### src/rtl/vad_pkg.sv
// ----------------------------------------------------------------------------
// Vector address decoder package
// Shared widths, reset values, register indexes and the command record that
// travels from the decode front to the execute back.
// ----------------------------------------------------------------------------
package vad_pkg;

    // Field widths
    localparam int BYTE_W     = 7;
    localparam int DATA_W     = 5;
    localparam int COUNT_W    = 3;
    localparam int DIR_W      = 4;
    localparam int KIND_W     = 2;
    localparam int POS_W      = 12;
    localparam int INTEN_W    = 7;
    localparam int STYLE_W    = 3;
    localparam int GLOW_W     = 8;
    localparam int TAG_W      = 10;
    localparam int CFG_IDX_W  = 3;
    localparam int CFG_DATA_W = 8;

    // Default depth of the command queue
    localparam int QUEUE_DEPTH = 2;

    // Reset values
    localparam logic [POS_W-1:0]   HOME_Y          = 12'd3032;
    localparam logic [POS_W-1:0]   HOME_X          = 12'd0;
    localparam logic [INTEN_W-1:0] RST_INTENSITY   = 7'd127;
    localparam logic [GLOW_W-1:0]  RST_NORMAL_GLOW = 8'd1;
    localparam logic [GLOW_W-1:0]  RST_THROUGH_GLOW = 8'd5;
    localparam logic [STYLE_W-1:0] STYLE_MAX       = 3'd4;

    // Record kinds
    localparam logic [KIND_W-1:0] KIND_MOVE  = 2'd0;
    localparam logic [KIND_W-1:0] KIND_POINT = 2'd2;

    // Configuration register indexes
    localparam logic [CFG_IDX_W-1:0] CFG_PEN_DOWN      = 3'd0;
    localparam logic [CFG_IDX_W-1:0] CFG_INTENSITY     = 3'd1;
    localparam logic [CFG_IDX_W-1:0] CFG_LINE_STYLE    = 3'd2;
    localparam logic [CFG_IDX_W-1:0] CFG_DEFOCUS       = 3'd3;
    localparam logic [CFG_IDX_W-1:0] CFG_THROUGH_MODE  = 3'd4;
    localparam logic [CFG_IDX_W-1:0] CFG_NORMAL_GLOW   = 3'd5;
    localparam logic [CFG_IDX_W-1:0] CFG_THROUGH_GLOW  = 3'd6;

    // Command classes produced by the front
    typedef enum logic [1:0] {
        CMD_ADDR = 2'd0,
        CMD_STEP = 2'd1,
        CMD_BAD  = 2'd2
    } t_cmd_op;

    // Classified request: new position = (old & keep) | set for address loads
    typedef struct packed {
        t_cmd_op            op;
        logic [POS_W-1:0]   keep_y;
        logic [POS_W-1:0]   set_y;
        logic [POS_W-1:0]   keep_x;
        logic [POS_W-1:0]   set_x;
        logic [DIR_W-1:0]   dir;
        logic [KIND_W-1:0]  kind;
    } t_cmd;

    // Display record held in the output register
    typedef struct packed {
        logic               valid_res;
        logic [KIND_W-1:0]  kind;
        logic [POS_W-1:0]   pos_y;
        logic [POS_W-1:0]   pos_x;
        logic [INTEN_W-1:0] intensity;
        logic [STYLE_W-1:0] style;
        logic [GLOW_W-1:0]  glow;
        logic               defocus;
        logic               through_mode;
    } t_rec;

endpackage

### src/rtl/vad_if.sv
// ----------------------------------------------------------------------------
// Vector address decoder channels
// Request, result and configuration write channels with valid/ready.
// ----------------------------------------------------------------------------
interface vad_req_if;
    logic                         valid;
    logic                         ready;
    logic                         opcode;
    logic [vad_pkg::COUNT_W-1:0]  byte_count;
    logic [vad_pkg::BYTE_W-1:0]   addr_byte0;
    logic [vad_pkg::BYTE_W-1:0]   addr_byte1;
    logic [vad_pkg::BYTE_W-1:0]   addr_byte2;
    logic [vad_pkg::BYTE_W-1:0]   addr_byte3;
    logic [vad_pkg::BYTE_W-1:0]   addr_byte4;
    logic [vad_pkg::DIR_W-1:0]    step_dir;
    logic [vad_pkg::KIND_W-1:0]   vector_kind;

    modport source (output valid, opcode, byte_count, addr_byte0, addr_byte1,
                    addr_byte2, addr_byte3, addr_byte4, step_dir, vector_kind,
                    input ready);
    modport sink   (input valid, opcode, byte_count, addr_byte0, addr_byte1,
                    addr_byte2, addr_byte3, addr_byte4, step_dir, vector_kind,
                    output ready);
endinterface

interface vad_res_if;
    logic                         valid;
    logic                         ready;
    logic                         valid_res;
    logic [vad_pkg::KIND_W-1:0]   kind;
    logic [vad_pkg::POS_W-1:0]    pos_y;
    logic [vad_pkg::POS_W-1:0]    pos_x;
    logic [vad_pkg::INTEN_W-1:0]  rec_intensity;
    logic [vad_pkg::STYLE_W-1:0]  rec_style;
    logic [vad_pkg::GLOW_W-1:0]   glow_count;
    logic                         rec_defocus;
    logic                         rec_through_mode;

    modport source (output valid, valid_res, kind, pos_y, pos_x, rec_intensity,
                    rec_style, glow_count, rec_defocus, rec_through_mode,
                    input ready);
    modport sink   (input valid, valid_res, kind, pos_y, pos_x, rec_intensity,
                    rec_style, glow_count, rec_defocus, rec_through_mode,
                    output ready);
endinterface

interface vad_cfg_if;
    logic                            valid;
    logic                            ready;
    logic [vad_pkg::CFG_IDX_W-1:0]   index;
    logic [vad_pkg::CFG_DATA_W-1:0]  data;

    modport source (output valid, index, data, input ready);
    modport sink   (input valid, index, data, output ready);
endinterface

### src/rtl/vector_address_decoder.sv
// A request is written into the command queue, and its record into the output register
// when the back takes the command. Throughput: one request per cycle while the queue
// has room; one queued command a cycle while the output register is free or drained.
// A result left waiting does not stop intake until the command queue fills.
// Reset (synchronous, active low) empties the queue and output register, puts the
// beam at row 3032, column 0, and loads the register defaults.
// ----------------------------------------------------------------------------
// Vector address decoder
// Decodes vector address byte groups and step requests into display records.
// ----------------------------------------------------------------------------
module vector_address_decoder #(
    parameter int QUEUE_DEPTH = vad_pkg::QUEUE_DEPTH
) (
    input  logic        i_clk,
    input  logic        i_rst_n,
    vad_req_if.sink     i_req,
    vad_cfg_if.sink     i_cfg,
    vad_res_if.source   o_res
);

    logic           w_front_valid;
    logic           w_front_ready;
    vad_pkg::t_cmd  w_front_cmd;
    logic           w_back_valid;
    logic           w_back_ready;
    vad_pkg::t_cmd  w_back_cmd;

    // Decode and classify
    vad_front u_front (
        .i_req       (i_req),
        .o_cmd_valid (w_front_valid),
        .i_cmd_ready (w_front_ready),
        .o_cmd       (w_front_cmd)
    );

    // Decouple front and back
    vad_queue #(
        .DEPTH (QUEUE_DEPTH)
    ) u_queue (
        .i_clk        (i_clk),
        .i_rst_n      (i_rst_n),
        .i_push_valid (w_front_valid),
        .o_push_ready (w_front_ready),
        .i_push_data  (w_front_cmd),
        .o_pop_valid  (w_back_valid),
        .i_pop_ready  (w_back_ready),
        .o_pop_data   (w_back_cmd)
    );

    // Execute and present records
    vad_back u_back (
        .i_clk       (i_clk),
        .i_rst_n     (i_rst_n),
        .i_cmd_valid (w_back_valid),
        .o_cmd_ready (w_back_ready),
        .i_cmd       (w_back_cmd),
        .i_cfg       (i_cfg),
        .o_res       (o_res)
    );

endmodule

### src/rtl/vad_front.sv
// ----------------------------------------------------------------------------
// Vector address decoder front
// Accepts requests, builds the byte tag and classifies each request into a
// keep/set command for the position, a step, or an unrecognised group.
// ----------------------------------------------------------------------------
module vad_front (
    vad_req_if.sink               i_req,
    output logic                  o_cmd_valid,
    input  logic                  i_cmd_ready,
    output vad_pkg::t_cmd         o_cmd
);

    localparam int PW = vad_pkg::POS_W;

    // Recognised tag patterns
    localparam logic [vad_pkg::TAG_W-1:0] TAG_FULL        = 10'h1F6;
    localparam logic [vad_pkg::TAG_W-1:0] TAG_TEN         = 10'h076;
    localparam logic [vad_pkg::TAG_W-1:0] TAG_HY_LX       = 10'h006;
    localparam logic [vad_pkg::TAG_W-1:0] TAG_LY_LX       = 10'h00E;
    localparam logic [vad_pkg::TAG_W-1:0] TAG_LY_HX_LX    = 10'h036;
    localparam logic [vad_pkg::TAG_W-1:0] TAG_LX          = 10'h002;
    localparam logic [vad_pkg::TAG_W-1:0] TAG_EX_LY_LX    = 10'h03E;
    localparam logic [vad_pkg::TAG_W-1:0] TAG_HY_LY_LX    = 10'h01E;
    localparam logic [vad_pkg::TAG_W-1:0] TAG_EX_LY_HX_LX = 10'h0F6;
    localparam logic [vad_pkg::TAG_W-1:0] TAG_HY_EX_LY_LX = 10'h07E;
    localparam logic [vad_pkg::TAG_W-1:0] TAG_HY_HX_LX    = 10'h016;

    // Keep masks for partial updates
    localparam logic [PW-1:0] KEEP_NONE  = 12'h000;
    localparam logic [PW-1:0] KEEP_ALL   = 12'hFFF;
    localparam logic [PW-1:0] KEEP_NO_LO = 12'hF83;
    localparam logic [PW-1:0] KEEP_NO_HI = 12'h07F;
    localparam logic [PW-1:0] KEEP_EX    = 12'h003;
    localparam logic [PW-1:0] KEEP_HI    = 12'hF80;

    localparam int NUM_BYTES = 5;

    logic [vad_pkg::BYTE_W-1:0] w_byte [NUM_BYTES];
    logic [vad_pkg::DATA_W-1:0] w_d    [NUM_BYTES];
    logic [vad_pkg::TAG_W-1:0]  w_tag;
    logic                       w_cnt_ok;

    // Field placement helpers
    function automatic logic [PW-1:0] f_hi(input logic [vad_pkg::DATA_W-1:0] d);
        return {d, 7'b0};
    endfunction

    function automatic logic [PW-1:0] f_lo(input logic [vad_pkg::DATA_W-1:0] d);
        return {5'b0, d, 2'b0};
    endfunction

    function automatic logic [PW-1:0] f_ex_y(input logic [vad_pkg::DATA_W-1:0] d);
        return {9'b0, d[4:2]};
    endfunction

    function automatic logic [PW-1:0] f_ex_x(input logic [vad_pkg::DATA_W-1:0] d);
        return {10'b0, d[1:0]};
    endfunction

    assign w_byte[0] = i_req.addr_byte0;
    assign w_byte[1] = i_req.addr_byte1;
    assign w_byte[2] = i_req.addr_byte2;
    assign w_byte[3] = i_req.addr_byte3;
    assign w_byte[4] = i_req.addr_byte4;

    // Split data bits and join the tag bits of the counted bytes
    always_comb begin
        w_tag = '0;
        for (int i = 0; i < NUM_BYTES; i++) begin
            w_d[i] = w_byte[i][vad_pkg::DATA_W-1:0];
            if (vad_pkg::COUNT_W'(i) < i_req.byte_count) begin
                w_tag = {w_tag[vad_pkg::TAG_W-3:0], w_byte[i][6:5]};
            end
        end
    end

    assign w_cnt_ok = (i_req.byte_count != '0) &&
                      (i_req.byte_count <= vad_pkg::COUNT_W'(NUM_BYTES));

    // Classify the request
    always_comb begin
        o_cmd.op     = vad_pkg::CMD_ADDR;
        o_cmd.keep_y = KEEP_ALL;
        o_cmd.set_y  = '0;
        o_cmd.keep_x = KEEP_ALL;
        o_cmd.set_x  = '0;
        o_cmd.dir    = i_req.step_dir;
        o_cmd.kind   = i_req.vector_kind;
        if (i_req.opcode) begin
            o_cmd.op = vad_pkg::CMD_STEP;
        end else if (!w_cnt_ok) begin
            o_cmd.op = vad_pkg::CMD_BAD;
        end else begin
            case (w_tag)
                TAG_FULL: begin
                    o_cmd.keep_y = KEEP_NONE;
                    o_cmd.set_y  = f_hi(w_d[0]) | f_lo(w_d[2]) | f_ex_y(w_d[1]);
                    o_cmd.keep_x = KEEP_NONE;
                    o_cmd.set_x  = f_hi(w_d[3]) | f_lo(w_d[4]) | f_ex_x(w_d[1]);
                end
                TAG_TEN: begin
                    o_cmd.keep_y = KEEP_NONE;
                    o_cmd.set_y  = f_hi(w_d[0]) | f_lo(w_d[1]);
                    o_cmd.keep_x = KEEP_NONE;
                    o_cmd.set_x  = f_hi(w_d[2]) | f_lo(w_d[3]);
                end
                TAG_HY_LX: begin
                    o_cmd.keep_y = KEEP_NO_HI;
                    o_cmd.set_y  = f_hi(w_d[0]);
                    o_cmd.keep_x = KEEP_NO_LO;
                    o_cmd.set_x  = f_lo(w_d[1]);
                end
                TAG_LY_LX: begin
                    o_cmd.keep_y = KEEP_NO_LO;
                    o_cmd.set_y  = f_lo(w_d[0]);
                    o_cmd.keep_x = KEEP_NO_LO;
                    o_cmd.set_x  = f_lo(w_d[1]);
                end
                TAG_LY_HX_LX: begin
                    o_cmd.keep_y = KEEP_NO_LO;
                    o_cmd.set_y  = f_lo(w_d[0]);
                    o_cmd.keep_x = KEEP_EX;
                    o_cmd.set_x  = f_hi(w_d[1]) | f_lo(w_d[2]);
                end
                TAG_LX: begin
                    o_cmd.keep_x = KEEP_NO_LO;
                    o_cmd.set_x  = f_lo(w_d[0]);
                end
                TAG_EX_LY_LX: begin
                    o_cmd.keep_y = KEEP_HI;
                    o_cmd.set_y  = f_lo(w_d[1]) | f_ex_y(w_d[0]);
                    o_cmd.keep_x = KEEP_HI;
                    o_cmd.set_x  = f_lo(w_d[2]) | f_ex_x(w_d[0]);
                end
                TAG_HY_LY_LX: begin
                    o_cmd.keep_y = KEEP_EX;
                    o_cmd.set_y  = f_hi(w_d[0]) | f_lo(w_d[1]);
                    o_cmd.keep_x = KEEP_NO_LO;
                    o_cmd.set_x  = f_lo(w_d[2]);
                end
                TAG_EX_LY_HX_LX: begin
                    o_cmd.keep_y = KEEP_HI;
                    o_cmd.set_y  = f_lo(w_d[1]) | f_ex_y(w_d[0]);
                    o_cmd.keep_x = KEEP_NONE;
                    o_cmd.set_x  = f_hi(w_d[2]) | f_lo(w_d[3]) | f_ex_x(w_d[0]);
                end
                TAG_HY_EX_LY_LX: begin
                    o_cmd.keep_y = KEEP_NONE;
                    o_cmd.set_y  = f_hi(w_d[0]) | f_lo(w_d[2]) | f_ex_y(w_d[1]);
                    o_cmd.keep_x = KEEP_HI;
                    o_cmd.set_x  = f_lo(w_d[3]) | f_ex_x(w_d[1]);
                end
                TAG_HY_HX_LX: begin
                    o_cmd.keep_y = KEEP_NO_HI;
                    o_cmd.set_y  = f_hi(w_d[0]);
                    o_cmd.keep_x = KEEP_EX;
                    o_cmd.set_x  = f_hi(w_d[1]) | f_lo(w_d[2]);
                end
                default: begin
                    o_cmd.op = vad_pkg::CMD_BAD;
                end
            endcase
        end
    end

    // Hand the request straight to the queue
    assign o_cmd_valid = i_req.valid;
    assign i_req.ready = i_cmd_ready;

endmodule

### src/rtl/vad_queue.sv
// ----------------------------------------------------------------------------
// Vector address decoder command queue
// Small first-in first-out store between the decode front and the back.
// ----------------------------------------------------------------------------
module vad_queue #(
    parameter int DEPTH = vad_pkg::QUEUE_DEPTH
) (
    input  logic            i_clk,
    input  logic            i_rst_n,
    input  logic            i_push_valid,
    output logic            o_push_ready,
    input  vad_pkg::t_cmd   i_push_data,
    output logic            o_pop_valid,
    input  logic            i_pop_ready,
    output vad_pkg::t_cmd   o_pop_data
);

    localparam int PTR_W = (DEPTH > 1) ? $clog2(DEPTH) : 1;
    localparam int CNT_W = $clog2(DEPTH + 1);

    vad_pkg::t_cmd     r_mem [DEPTH];
    logic [PTR_W-1:0]  r_wr_ptr;
    logic [PTR_W-1:0]  r_rd_ptr;
    logic [CNT_W-1:0]  r_count;
    logic [CNT_W-1:0]  n_count;
    logic              w_push;
    logic              w_pop;

    function automatic logic [PTR_W-1:0] f_next(input logic [PTR_W-1:0] p);
        return (p == PTR_W'(DEPTH - 1)) ? '0 : p + 1'b1;
    endfunction

    assign o_push_ready = (r_count != CNT_W'(DEPTH));
    assign o_pop_valid  = (r_count != '0);
    assign o_pop_data   = r_mem[r_rd_ptr];
    assign w_push       = i_push_valid && o_push_ready;
    assign w_pop        = o_pop_valid && i_pop_ready;

    always_comb begin
        n_count = r_count;
        if (w_push && !w_pop) begin
            n_count = r_count + 1'b1;
        end else if (w_pop && !w_push) begin
            n_count = r_count - 1'b1;
        end
    end

    // Store pushed requests
    always_ff @(posedge i_clk) begin
        if (w_push) begin
            r_mem[r_wr_ptr] <= i_push_data;
        end
    end

    // Advance pointers and fill level
    always_ff @(posedge i_clk) begin
        if (!i_rst_n) begin
            r_wr_ptr <= '0;
            r_rd_ptr <= '0;
            r_count  <= '0;
        end else begin
            r_count <= n_count;
            if (w_push) begin
                r_wr_ptr <= f_next(r_wr_ptr);
            end
            if (w_pop) begin
                r_rd_ptr <= f_next(r_rd_ptr);
            end
        end
    end

endmodule

### src/rtl/vad_back.sv
// ----------------------------------------------------------------------------
// Vector address decoder back
// Holds the beam position and the configuration registers, carries out each
// queued command and presents the display record from an output register.
// ----------------------------------------------------------------------------
module vad_back (
    input  logic            i_clk,
    input  logic            i_rst_n,
    input  logic            i_cmd_valid,
    output logic            o_cmd_ready,
    input  vad_pkg::t_cmd   i_cmd,
    vad_cfg_if.sink         i_cfg,
    vad_res_if.source       o_res
);

    localparam int PW = vad_pkg::POS_W;

    logic                                r_pen_down;
    logic [vad_pkg::INTEN_W-1:0]         r_intensity;
    logic [vad_pkg::STYLE_W-1:0]         r_line_style;
    logic                                r_defocus;
    logic                                r_through_mode;
    logic [vad_pkg::GLOW_W-1:0]          r_normal_glow;
    logic [vad_pkg::GLOW_W-1:0]          r_through_glow;

    logic [PW-1:0]                       r_beam_y;
    logic [PW-1:0]                       r_beam_x;
    logic [PW-1:0]                       n_beam_y;
    logic [PW-1:0]                       n_beam_x;

    logic                                r_out_valid;
    vad_pkg::t_rec                       r_rec;
    vad_pkg::t_rec                       n_rec;

    logic                                w_pop;
    logic                                w_cfg_wr;
    logic [vad_pkg::STYLE_W-1:0]         w_style;
    logic [vad_pkg::GLOW_W-1:0]          w_glow;

    // Take a command whenever the output register is free or being drained
    assign o_cmd_ready = !r_out_valid || o_res.ready;
    assign w_pop       = i_cmd_valid && o_cmd_ready;

    assign w_style = (r_line_style > vad_pkg::STYLE_MAX) ? '0 : r_line_style;
    assign w_glow  = r_through_mode ? r_through_glow : r_normal_glow;

    // Work out the next position and the record
    always_comb begin
        n_beam_y = r_beam_y;
        n_beam_x = r_beam_x;
        n_rec.valid_res     = 1'b1;
        n_rec.kind          = i_cmd.kind;
        n_rec.intensity     = r_intensity;
        n_rec.style         = w_style;
        n_rec.glow          = w_glow;
        n_rec.defocus       = r_defocus;
        n_rec.through_mode  = r_through_mode;
        case (i_cmd.op)
            vad_pkg::CMD_STEP: begin
                if (i_cmd.dir[3] && !i_cmd.dir[2]) begin
                    n_beam_y = r_beam_y - 1'b1;
                end else if (i_cmd.dir[2] && !i_cmd.dir[3]) begin
                    n_beam_y = r_beam_y + 1'b1;
                end
                if (i_cmd.dir[1] && !i_cmd.dir[0]) begin
                    n_beam_x = r_beam_x - 1'b1;
                end else if (i_cmd.dir[0] && !i_cmd.dir[1]) begin
                    n_beam_x = r_beam_x + 1'b1;
                end
                n_rec.kind  = r_pen_down ? vad_pkg::KIND_POINT : vad_pkg::KIND_MOVE;
                n_rec.style = '0;
                if (!r_pen_down) begin
                    n_rec.intensity = '0;
                end
            end
            vad_pkg::CMD_ADDR: begin
                n_beam_y = (r_beam_y & i_cmd.keep_y) | i_cmd.set_y;
                n_beam_x = (r_beam_x & i_cmd.keep_x) | i_cmd.set_x;
            end
            default: begin
                n_rec.valid_res     = 1'b0;
                n_rec.kind          = '0;
                n_rec.intensity     = '0;
                n_rec.style         = '0;
                n_rec.glow          = '0;
                n_rec.defocus       = 1'b0;
                n_rec.through_mode  = 1'b0;
            end
        endcase
        n_rec.pos_y = n_beam_y;
        n_rec.pos_x = n_beam_x;
    end

    // Hold position and output register
    always_ff @(posedge i_clk) begin
        if (!i_rst_n) begin
            r_beam_y    <= vad_pkg::HOME_Y;
            r_beam_x    <= vad_pkg::HOME_X;
            r_out_valid <= 1'b0;
        end else begin
            if (w_pop) begin
                r_beam_y    <= n_beam_y;
                r_beam_x    <= n_beam_x;
                r_out_valid <= 1'b1;
            end else if (o_res.ready) begin
                r_out_valid <= 1'b0;
            end
        end
    end

    always_ff @(posedge i_clk) begin
        if (w_pop) begin
            r_rec <= n_rec;
        end
    end

    // Configuration writes
    assign i_cfg.ready = 1'b1;
    assign w_cfg_wr    = i_cfg.valid && i_cfg.ready;

    always_ff @(posedge i_clk) begin
        if (!i_rst_n) begin
            r_pen_down      <= 1'b0;
            r_intensity     <= vad_pkg::RST_INTENSITY;
            r_line_style    <= '0;
            r_defocus       <= 1'b0;
            r_through_mode  <= 1'b0;
            r_normal_glow   <= vad_pkg::RST_NORMAL_GLOW;
            r_through_glow  <= vad_pkg::RST_THROUGH_GLOW;
        end else if (w_cfg_wr) begin
            case (i_cfg.index)
                vad_pkg::CFG_PEN_DOWN:      r_pen_down      <= i_cfg.data[0];
                vad_pkg::CFG_INTENSITY:     r_intensity     <= i_cfg.data[vad_pkg::INTEN_W-1:0];
                vad_pkg::CFG_LINE_STYLE:    r_line_style    <= i_cfg.data[vad_pkg::STYLE_W-1:0];
                vad_pkg::CFG_DEFOCUS:       r_defocus       <= i_cfg.data[0];
                vad_pkg::CFG_THROUGH_MODE:  r_through_mode  <= i_cfg.data[0];
                vad_pkg::CFG_NORMAL_GLOW:   r_normal_glow   <= i_cfg.data;
                vad_pkg::CFG_THROUGH_GLOW:  r_through_glow  <= i_cfg.data;
                default: begin
                end
            endcase
        end
    end

    // Drive the result channel
    assign o_res.valid             = r_out_valid;
    assign o_res.valid_res         = r_rec.valid_res;
    assign o_res.kind              = r_rec.kind;
    assign o_res.pos_y             = r_rec.pos_y;
    assign o_res.pos_x             = r_rec.pos_x;
    assign o_res.rec_intensity     = r_rec.intensity;
    assign o_res.rec_style         = r_rec.style;
    assign o_res.glow_count        = r_rec.glow;
    assign o_res.rec_defocus       = r_rec.defocus;
    assign o_res.rec_through_mode  = r_rec.through_mode;

`ifndef SYNTHESIS
    // An unrecognised group leaves the beam where it was
    a_bad_keeps_pos: assert property (@(posedge i_clk) disable iff (!i_rst_n)
        (w_pop && (i_cmd.op == vad_pkg::CMD_BAD))
        |=> (r_beam_y == $past(r_beam_y)) && (r_beam_x == $past(r_beam_x)))
        else $error("beam moved on an unrecognised group");

    // An invalid record carries no attributes
    a_bad_rec_clear: assert property (@(posedge i_clk) disable iff (!i_rst_n)
        (r_out_valid && !r_rec.valid_res)
        |-> (r_rec.kind == '0) && (r_rec.intensity == '0) && (r_rec.style == '0)
            && (r_rec.glow == '0) && !r_rec.defocus && !r_rec.through_mode)
        else $error("invalid record carries attributes");

    // The presented position is always the current beam position
    a_rec_tracks_beam: assert property (@(posedge i_clk) disable iff (!i_rst_n)
        r_out_valid |-> (r_rec.pos_y == r_beam_y) && (r_rec.pos_x == r_beam_x))
        else $error("record position differs from beam register");

    // Styles above STYLE_MAX never leave the block
    a_style_range: assert property (@(posedge i_clk) disable iff (!i_rst_n)
        r_out_valid |-> (r_rec.style <= vad_pkg::STYLE_MAX))
        else $error("line style out of range in record");
`endif

endmodule

### src/flat_wrapper.sv
// flat-port wrapper written by rule: the top's interface ports become plain ports
module vector_address_decoder_flat 
#(
    parameter int QUEUE_DEPTH = vad_pkg::QUEUE_DEPTH
)
  (i_clk, i_rst_n, i_req_valid, i_req_opcode, i_req_byte_count, i_req_addr_byte0, i_req_addr_byte1, i_req_addr_byte2, i_req_addr_byte3, i_req_addr_byte4, i_req_step_dir, i_req_vector_kind, i_req_ready, i_cfg_valid, i_cfg_index, i_cfg_data, i_cfg_ready, o_res_valid, o_res_valid_res, o_res_kind, o_res_pos_y, o_res_pos_x, o_res_rec_intensity, o_res_rec_style, o_res_glow_count, o_res_rec_defocus, o_res_rec_through_mode, o_res_ready);
  vad_req_if i_req_i ();
  vad_cfg_if i_cfg_i ();
  vad_res_if o_res_i ();
  input  logic i_clk;
  input  logic i_rst_n;
  input wire logic [$bits(i_req_i.valid)-1:0] i_req_valid;
  input wire logic [$bits(i_req_i.opcode)-1:0] i_req_opcode;
  input wire logic [$bits(i_req_i.byte_count)-1:0] i_req_byte_count;
  input wire logic [$bits(i_req_i.addr_byte0)-1:0] i_req_addr_byte0;
  input wire logic [$bits(i_req_i.addr_byte1)-1:0] i_req_addr_byte1;
  input wire logic [$bits(i_req_i.addr_byte2)-1:0] i_req_addr_byte2;
  input wire logic [$bits(i_req_i.addr_byte3)-1:0] i_req_addr_byte3;
  input wire logic [$bits(i_req_i.addr_byte4)-1:0] i_req_addr_byte4;
  input wire logic [$bits(i_req_i.step_dir)-1:0] i_req_step_dir;
  input wire logic [$bits(i_req_i.vector_kind)-1:0] i_req_vector_kind;
  output wire logic [$bits(i_req_i.ready)-1:0] i_req_ready;
  input wire logic [$bits(i_cfg_i.valid)-1:0] i_cfg_valid;
  input wire logic [$bits(i_cfg_i.index)-1:0] i_cfg_index;
  input wire logic [$bits(i_cfg_i.data)-1:0] i_cfg_data;
  output wire logic [$bits(i_cfg_i.ready)-1:0] i_cfg_ready;
  output wire logic [$bits(o_res_i.valid)-1:0] o_res_valid;
  output wire logic [$bits(o_res_i.valid_res)-1:0] o_res_valid_res;
  output wire logic [$bits(o_res_i.kind)-1:0] o_res_kind;
  output wire logic [$bits(o_res_i.pos_y)-1:0] o_res_pos_y;
  output wire logic [$bits(o_res_i.pos_x)-1:0] o_res_pos_x;
  output wire logic [$bits(o_res_i.rec_intensity)-1:0] o_res_rec_intensity;
  output wire logic [$bits(o_res_i.rec_style)-1:0] o_res_rec_style;
  output wire logic [$bits(o_res_i.glow_count)-1:0] o_res_glow_count;
  output wire logic [$bits(o_res_i.rec_defocus)-1:0] o_res_rec_defocus;
  output wire logic [$bits(o_res_i.rec_through_mode)-1:0] o_res_rec_through_mode;
  input wire logic [$bits(o_res_i.ready)-1:0] o_res_ready;
  assign i_req_i.valid = i_req_valid;
  assign i_req_i.opcode = i_req_opcode;
  assign i_req_i.byte_count = i_req_byte_count;
  assign i_req_i.addr_byte0 = i_req_addr_byte0;
  assign i_req_i.addr_byte1 = i_req_addr_byte1;
  assign i_req_i.addr_byte2 = i_req_addr_byte2;
  assign i_req_i.addr_byte3 = i_req_addr_byte3;
  assign i_req_i.addr_byte4 = i_req_addr_byte4;
  assign i_req_i.step_dir = i_req_step_dir;
  assign i_req_i.vector_kind = i_req_vector_kind;
  assign i_req_ready = i_req_i.ready;
  assign i_cfg_i.valid = i_cfg_valid;
  assign i_cfg_i.index = i_cfg_index;
  assign i_cfg_i.data = i_cfg_data;
  assign i_cfg_ready = i_cfg_i.ready;
  assign o_res_valid = o_res_i.valid;
  assign o_res_valid_res = o_res_i.valid_res;
  assign o_res_kind = o_res_i.kind;
  assign o_res_pos_y = o_res_i.pos_y;
  assign o_res_pos_x = o_res_i.pos_x;
  assign o_res_rec_intensity = o_res_i.rec_intensity;
  assign o_res_rec_style = o_res_i.rec_style;
  assign o_res_glow_count = o_res_i.glow_count;
  assign o_res_rec_defocus = o_res_i.rec_defocus;
  assign o_res_rec_through_mode = o_res_i.rec_through_mode;
  assign o_res_i.ready = o_res_ready;
  vector_address_decoder #(.QUEUE_DEPTH(QUEUE_DEPTH)) u_core (.i_clk(i_clk), .i_rst_n(i_rst_n), .i_req(i_req_i), .i_cfg(i_cfg_i), .o_res(o_res_i));
endmodule
### config.mk
export PLATFORM = sky130hd
export DESIGN_NAME = vector_address_decoder_flat
export DESIGN_NICKNAME = d
export VERILOG_FILES = /design/src/rtl/vad_pkg.sv /design/src/rtl/vad_if.sv /design/src/rtl/vector_address_decoder.sv /design/src/rtl/vad_front.sv /design/src/rtl/vad_queue.sv /design/src/rtl/vad_back.sv /design/src/flat_wrapper.sv
export SDC_FILE = /design/constraint.sdc
export NUM_CORES = 1
export LEC_CHECK = 0
export ABC_AREA = 1
export BUFFER_PORTS_ARGS = -buffer_cell sky130_fd_sc_hd__buf_2
export CORE_ASPECT_RATIO = 0.6
export CORE_MARGIN = 5
export CORE_UTILIZATION = 50
export DETAILED_ROUTE_END_ITERATION = 8
export PLACE_DENSITY = 0.77
export SYNTH_ARGS = -nofsm -noshare
export SYNTH_HDL_FRONTEND = slang
export SYNTH_SLANG_ARGS = --single-unit
### constraint.sdc
create_clock -name i_clk -period 5.5 [get_ports i_clk]
set_clock_uncertainty 0.1 [all_clocks]
set_input_delay 1.1 -clock i_clk [delete_from_list [all_inputs] [get_ports i_clk]]
set_output_delay 1.1 -clock i_clk [all_outputs]
set_load 0.1 [all_outputs]
==> metrics.txt, run 1 <==
status complete, no violations; TritonRoute pass-1 iters 5; clock root buffer clkbuf_16; Max-slew headroom 0.198; FF-to-FF path depth 11; Reg clk slew, reported paths 0.07 ns; area grow syn2layout 13.9%; first-pass GRT wire length 37400 µm; crit path capture type flip-flop; reg2reg end u_core.u_back.r_beam_x[0]$_SDFFE_PN0P_; Synth cell types 47; drt drc 0; worst stage delay on the critical path 0.36 ns; # port buffers 109; slew at the pin with the worst max-slew slack 1.20 ns; unrepaired setup endpoints after global routing false; vias per inst 5.52; slowest CP cell nand2_1; Synth Instances 1087; area occupied by multi-input gates 3800 µm²; Wirelength per Cell 16.4 µm; most frequent cells in the layout nand2_1 (242), nor2_1 (123), edfxtp_1 (123); Die H 116 µm; Netlist Area Pre-Place 9320 µm²; initial drt markers 778; Final nets 1251; initial antenna violation count 0; overall power 0.00616 W; cts bufs inserted 17; biggest area consumer among synthesized cells edfxtp_1; CTS tree yes; I/O pin cnt 111; register area share after synthesis 0.523; largest net degree at the start of global routing 62; maximum root-to-sink buffer count 2; Synth top area share 0.396; Worst-Skew Late Latency 0.43 ns; WHS Path Cells 1; Main synth FF type edfxtp_1; fin crit share 0.629; WP data required 5.58 ns; H-tree depth 4; Filler cells 1618; antenna cell count 0; Final min period 3.46 ns; initial core utilization 0.512; number of global-route vias before repair 7233; Cell Chain, Critical Path buf_2, inv_4, nor2_8, nand3_2, nand2_2, nand2_1, nor2_1, nand4_2, nand2_1, nor2_2, nand2_1, nand2_2, or2_1; Routability Congestion 0.948; setup slack, reg-to-reg 2.33 ns; P_leak 4.54 nW; ANT nets after route 0; Synth async-reset ratio 0; die area 21600 µm²; Syn Area/Cell 8.58 µm²; leading post-synthesis cells by cell area edfxtp_1 (40%), dfxtp_1 (13%), nand2_1 (9.7%); Worst IR Drop VDD 0.000497 V; gr usage total 0.219; Pwr Density 580 nW/µm²; Die Wd 186 µm; row count 38; Post-CTS Hold Fix Bufs 0; Core Footprint 18200 µm²; post-cts sizing count 0; dpl hpwl 17000 µm; critical path arrival 3.54 ns; Final Hold Viols 0; YS warnings 0; fin. max-slew vios 0; share of cells above drive strength 1 0.179; Sink Count 182; most common cell after layout, fill and taps aside nand2_1; FF+latch area 4880 µm²; Critical Path Fanout Max 17; Worst Hold Class reg -> reg; Mapped Nets 1153; final setup violating endpoints 0; grt ovf 0; hold path start u_core.u_queue.r_rd_ptr$_SDFFE_PN0P_; Setup CP Type in -> reg; Post-CTS Setup Bufs 0; synthesized flop and latch total 182; WL final 23600 µm; vias 7943; most frequent CP cell nand2_1; crit start category primary input; f_max 289 MHz; EDFF count, synth 123; max cap viols 0; setup_tns 0 ns
how the worst max path moves through the flow:
stage | startpoint | end | slack [ns] | cells after the start
after CTS | i_req_byte_count[2] | u_core.u_queue.r_mem[0][48]$_DFFE_PP_ | 2.12 | 13
after floorplan | o_res_ready | u_core.u_back.o_res.glow_count[0]$_SDFFCE_PP0P_ | 2.00 | 3
final | i_req_byte_count[2] | u_core.u_queue.r_mem[0][48]$_DFFE_PP_ | 2.04 | 13
after global routing | i_req_byte_count[2] | u_core.u_queue.r_mem[0][48]$_DFFE_PP_ | 1.87 | 13
after detailed placement | i_req_byte_count[2] | u_core.u_queue.r_mem[0][48]$_DFFE_PP_ | 1.67 | 13
after global placement | i_req_byte_count[2] | u_core.u_queue.r_mem[0][48]$_DFFE_PP_ | 1.78 | 13
worst max-delay path, delay by kind of cell:
kind	cells	cell delay, ns
simple gates	11	1.99
buf+inv	2	0.43
area by class of cell:
cell class | instances | share of cell area
sequential | 182 | 0.459
multi-input combinational | 743 | 0.358
timing repair buffer | 116 | 0.0563
inverter | 125 | 0.0444
clock buffer | 18 | 0.0414
tap | 240 | 0.0283
clock inverter | 14 | 0.0123
stage by stage:
step / util / hold WS (ns) / cells / setup WS [ns] / area (µm²)
floorplan: - / 0.325 / 1087 / 2.00 / 9320
global placement: 0.552 / 0.331 / 1406 / 1.78 / 10100
detailed placement: 0.552 / 0.333 / 1406 / 1.67 / 10100
CTS: 0.583 / 0.343 / 1438 / 2.12 / 10600
global route: 0.583 / 0.392 / 1438 / 1.87 / 10600
finish: 0.583 / 0.343 / 1438 / 2.04 / 10600
synth_stat cells, types with 2 or more instances:
cell	count
buf_2	5
or2_2	5
nand4_2	3
nand3b_1	2
inv_2	7
o311ai_1	2
a21boi_0	3
o211ai_1	16
o21ai_1	4
nor3_1	17
nor2_4	12
buf_1	2
nand2_1	242
buf_4	5
o221ai_1	9
mux2i_1	17
edfxtp_1	123
nand2_2	6
a21oi_1	74
o31ai_1	3
a21oi_2	2
clkinv_1	2
ha_1	5
o21ai_0	82
nor2_2	16
nand3_1	51
clkbuf_1	21
nand4_1	24
nand2_4	3
or2_1	3
nand3_2	3
inv_1	115
xor2_1	5
buf_6	3
dfxtp_1	59
nor2_1	125
sequential cells by signal, indices dropped and copies added (netlist names), named ones only:
register and cells:
u_core.u_back.o_res.pos_y 12, u_core.u_queue.r_rd_ptr 1, u_core.u_queue.r_count 2, u_core.u_back.r_beam_y 12, u_core.u_back.o_res.pos_x 12, u_core.u_back.r_intensity 7
u_core.u_back.r_normal_glow 8, u_core.u_back.r_through_mode 1, u_core.u_queue.r_mem 76, u_core.u_back.r_pen_down 1, u_core.u_queue.r_wr_ptr 1, u_core.u_back.r_defocus 1
u_core.u_back.o_res.kind 2, u_core.u_back.o_res.valid_res 1, u_core.u_back.r_through_glow 8, u_core.u_back.o_res.rec_style 3, u_core.u_back.o_res.rec_through_mode 1, u_core.u_back.r_line_style 3
u_core.u_back.o_res.glow_count 8, u_core.u_back.r_beam_x 12, u_core.u_back.o_res.rec_intensity 7, u_core.u_back.o_res.rec_defocus 1, u_core.u_back.o_res.valid 1
per-layer routing:
metal	global-route usage	vias to the layer above	routed length, µm
met5	0	-	0
met4	0.0485	0	270
met3	0.0502	28	2130
met2	0.316	378	10100
met1	0.338	3677	11200
li1	-	3860	-
cells by family (layout without fill, tap and decap cells):
group                    count (synthesis)  count (layout)  synth area share
flip-flops                             182             182             0.523
XOR/XNOR                                 5               5           0.00470
adder cells (fa/ha/maj)                  5               5           0.00671
buffers and inverters                  162             273            0.0718
multiplexers                            17              17            0.0183
AO/OA/AOI/OAI                          199             199             0.120
AND/OR/NAND/NOR                        516             516             0.256
other                                    1               1          0.000402
power by group:
part	internal, W	switching (W)	leakage, nW
sequential	0.00190	0.000178	1.63
clock	0.000612	0.000566	0.285
combinational	0.000524	0.00238	2.62
total	0.00304	0.00312	4.54
Note: power is estimated with default switching activity, not from simulation.
==> inputs of run 2 (changes only) <==
clock period = 3.4 ns   (was 5.5 ns; I/O delays follow)
==> metrics.txt, run 2 (synthesis results as in run 1) <==
status complete, no violations; max reg flops 76; row count 38; Clock Power Share 0.191; P_leak 4.58 nW; Wirelength per Cell 16.3 µm; switching share of power 0.506; initial antenna violation count 0; gr usage total 0.222; Max-slew headroom 0.395; Worst-Skew Late Latency 0.42 ns; TritonRoute pass-1 iters 5; most frequent cells in the layout nand2_1 (242), nor2_1 (123), edfxtp_1 (123); Core Footprint 18200 µm²; maximum root-to-sink buffer count 2; crit path capture type flip-flop; post-cts sizing count 0; first-pass GRT wire length 37800 µm; share of cells above drive strength 1 0.186; Final min period 2.81 ns; Setup CP Type reg -> reg; Final Hold Viols 0; setup slack, reg-to-reg 0.59 ns; P_sw 0.00505 W; most common cell after layout, fill and taps aside nand2_1; area grow syn2layout 14.8%; Critical Path Fanout Max 10; max cap viols 0; placed cells 1415; Routability Congestion 0.965; grt ovf 0; I/O pin cnt 111; dpl hpwl 17200 µm; most frequent CP cell nand2_1; fin crit share 0.827; Worst Hold Class in -> reg; unrepaired setup endpoints after global routing false; cts bufs inserted 17; Filler cells 1604; die area 21600 µm²; H-tree depth 4; Final nets 1260; vias per inst 5.48; initial drt markers 824; worst stage delay on the critical path 0.39 ns; antenna cell count 0; WP data required 3.61 ns; Post-CTS Hold Fix Bufs 0; # port buffers 109; Critical Path Sink u_core.u_back.r_beam_x[11]$_SDFFE_PN0P_; ANT nets after route 0; overall power 0.00998 W; fin. max-slew vios 0; FF-to-FF path depth 15; Pwr Density 933 nW/µm²; Worst IR Drop VDD 0.000752 V; CTS tree yes; crit start category flip-flop; initial core utilization 0.512; Comb power frac 0.471; number of global-route vias before repair 7333; clock root buffer clkbuf_16; reg2reg end u_core.u_back.r_beam_x[11]$_SDFFE_PN0P_; Die H 116 µm; vias 7932; Reg with most FFs u_core.u_queue.r_mem; slew at the pin with the worst max-slew slack 0.905 ns; Die Wd 186 µm; register share of total power 0.338; f_max 356 MHz; WL final 23500 µm; final setup violating endpoints 0; setup_tns 0 ns; largest net degree at the start of global routing 62; Cell Chain, Critical Path inv_1, buf_4, nand2_1, nand2_1, inv_1, nor2_1, inv_1, nor2_1, nand3_1, nand2_1, nand2_1, nand3_1, nand2_1, o21ai_0, inv_1; slowest CP cell dfxtp_2; fin cells 1447; Sink Count 182; critical path arrival 3.02 ns; internal power 0.00493 W; drt drc 0; Post-CTS Setup Bufs 0; Reg clk slew, reported paths 0.07 ns
## run 2: worst min path at each step
stage | from | endpoint | slack (ns) | depth (start not counted)
floorplan | u_core.u_queue.r_rd_ptr$_SDFFE_PN0P_ | flip-flop | 0.33 | 1
global placement | u_core.u_queue.r_rd_ptr$_SDFFE_PN0P_ | flip-flop | 0.33 | 1
detailed placement | u_core.u_back.r_normal_glow[0]$_SDFFE_PN1P_ | u_core.u_back.r_normal_glow[0]$_SDFFE_PN1P_ | 0.35 | 2
CTS | i_req_vector_kind[0] | u_core.u_queue.r_mem[1][0]$_DFFE_PP_ | 0.33 | 1
global route | i_req_vector_kind[0] | u_core.u_queue.r_mem[1][0]$_DFFE_PP_ | 0.32 | 1
finish | i_req_vector_kind[0] | u_core.u_queue.r_mem[1][0]$_DFFE_PP_ | 0.34 | 1
## run 2: through the flow
step                setup WS [ns]  area (µm²)   util  hold WS (ns)
detailed placement          0.336       10100  0.556         0.345
CTS                         0.661       10700  0.587         0.331
finish                      0.588       10700  0.587         0.344
global placement            0.434       10100  0.556         0.333
global route                0.293       10700  0.587         0.322
floorplan                 -0.0647        9320      -         0.325
## run 2: power groups by stage
stage | Sequential, W | Clock, W | Combinational (W)
after CTS | 0.00338 | 0.00194 | 0.00469
after floorplan | 0.00541 | 0 | 0.00168
after global placement | 0.00340 | 0 | 0.00461
after global routing | 0.00344 | 0.00204 | 0.00503
final | 0.00338 | 0.00191 | 0.00470
after detailed placement | 0.00342 | 0 | 0.00467
## run 2: final cells by class
class | count | area [µm²] | area share
sequential | 182 | 4880 | 0.456
multi-input combinational | 743 | 3800 | 0.356
inverter | 125 | 472 | 0.0441
tap | 240 | 300 | 0.0281
timing repair buffer | 125 | 666 | 0.0622
clock buffer | 17 | 425 | 0.0398
clock inverter | 15 | 154 | 0.0144
## run 2: critical path: cells and delay by family (launching register included)
kind	cells	cell delay (ns)
and+or+nand+nor	9	1.24
AOI/OAI and AO/OA	1	0.15
buffers and inverters	5	0.81
DFF	1	0.39
## run 2: routing by layer
metal / vias to the layer above / global-route usage / share of wire
li1: 3888 / - / -
met1: 3655 / 0.346 / 0.48
met2: 364 / 0.319 / 0.42
met3: 25 / 0.0467 / 0.090
met4: 0 / 0.0456 / 0.012
met5: - / 0 / 0
==> inputs of run 3 (changes only) <==
clock period = 2.8 ns   (was 3.4 ns; I/O delays follow)
==> metrics.txt, run 3 (synthesis results as in run 1) <==
row count 38; Wirelength per Cell 16.1 µm; f_max 392 MHz; Setup WS post-layout 0.252 ns; max reg flops 76; Setup CP Type reg -> reg; maximum root-to-sink buffer count 2; number of global-route vias before repair 7226; status complete, no violations; overall power 0.0122 W; FF-to-FF path depth 11; area grow syn2layout 16.0%; WL final 23500 µm; fin. max-slew vios 0; critical path arrival 2.82 ns; crit start category flip-flop; Core Footprint 18200 µm²; gr usage total 0.223; drt drc 0; unrepaired setup endpoints after global routing false; vias per inst 5.45; share of cells above drive strength 1 0.194; max cap viols 0; WP data required 3.07 ns; P_leak 4.65 nW; CTS tree yes; first-pass GRT wire length 37800 µm; setup slack, reg-to-reg 0.25 ns; # port buffers 109; clock root buffer clkbuf_16; H-tree depth 4; Max-slew headroom 0.452; Worst IR Drop VDD 0.000894 V; dpl hpwl 17300 µm; initial antenna violation count 0; Post-CTS Hold Fix Bufs 0; Reg clk slew, reported paths 0.07 ns; initial core utilization 0.512; die area 21600 µm²; Die Wd 186 µm; most frequent cells in the layout nand2_1 (242), nor2_1 (123), edfxtp_1 (123); Reg with most FFs u_core.u_queue.r_mem; final setup violating endpoints 0; Die H 116 µm; Final Hold Viols 0; Sink Count 182; Worst Hold Class in -> reg; WHS Path Cells 1; vias 7959; cts bufs inserted 17; largest net degree at the start of global routing 62; fin crit share 0.910; ANT nets after route 0; crit path capture type flip-flop; I/O pin cnt 111; worst hold slack 0.224 ns; Routability Congestion 0.961; Final min period 2.55 ns; antenna cell count 0; initial drt markers 936; Final nets 1274; Pwr Density 1130 nW/µm²; TritonRoute pass-1 iters 6; most common cell after layout, fill and taps aside nand2_1; pre-CTS setup slack 0.0149 ns; grt ovf 0; Worst-Skew Late Latency 0.42 ns; slew at the pin with the worst max-slew slack 0.816 ns; Critical Path Fanout Max 27
==> run 3: changes by cell type in the layout (fill, tap and decap cells not counted), sizes merged <==
cell      before  now
buf          125  139
bufinv         0    1
clkbuf        17   23
clkinv         7    5
clkinvlp       1    2
inv          132  126
==> run 3: final cells by class <==
type | instances | area (µm²)
fillers | 1560 | 7400
well taps | 240 | 300
clock buffers | 23 | 490
repair buffers | 139 | 771
flip-flops and latches | 182 | 4880
multi-input cells | 743 | 3810
clock inverters | 9 | 90.1
inverters | 125 | 472
==> run 3: critical path, stage by stage, from the launching register on <==
cell and delay, ns:
dfxtp_2 0.43, inv_1 0.17, or2_1 0.23, o21ai_1 0.16
inv_1 0.19, nor2_1 0.20, inv_2 0.24, a21oi_1 0.35
a21oi_1 0.06, o21ai_0 0.16, o21ai_0 0.12, inv_1 0.07
==> run 3: final timing paths <==
| kind | startpoint | endpoint |
|---|---|---|
| max | flip-flop | u_core.u_back.r_beam_x[9]$_SDFFE_PN0P_ |
| min reg2reg | u_core.u_queue.r_rd_ptr$_SDFFE_PN0P_ | flip-flop |
| min | i_req_step_dir[3] | u_core.u_queue.r_mem[1][5]$_DFFE_PP_ |
| max reg2reg | flip-flop | u_core.u_back.r_beam_x[9]$_SDFFE_PN0P_ |
==> run 3: layer usage <==
metal / vias up / global-route usage / wire [µm]
li1: 3898 / - / -
met1: 3673 / 0.354 / 11400
met2: 367 / 0.315 / 9770
met3: 21 / 0.0395 / 2080
met4: 0 / 0.0553 / 218
met5: - / 0 / 0
==> run 3: power breakdown <==
part / switching [W] / internal [W]
combinational: 0.00469 / 0.00110
sequential: 0.000343 / 0.00374
clock: 0.00100 / 0.00134
==> run 3: timing repair <==
item,4_1_cts,5_1_grt
setup endpoints to repair,0,33
gates resized for setup,0,3
buffers inserted,0,0
hold endpoints to repair,0,0
==> run 3: stage by stage <==
step,utilization,instance area (µm²),instances,TNS (ns)
floorplan,-,9330,1087,-5.07
global route,0.594,10800,1461,0
global placement,0.561,10200,1429,0
CTS,0.593,10800,1461,0
finish,0.594,10800,1461,0
detailed placement,0.561,10200,1429,0
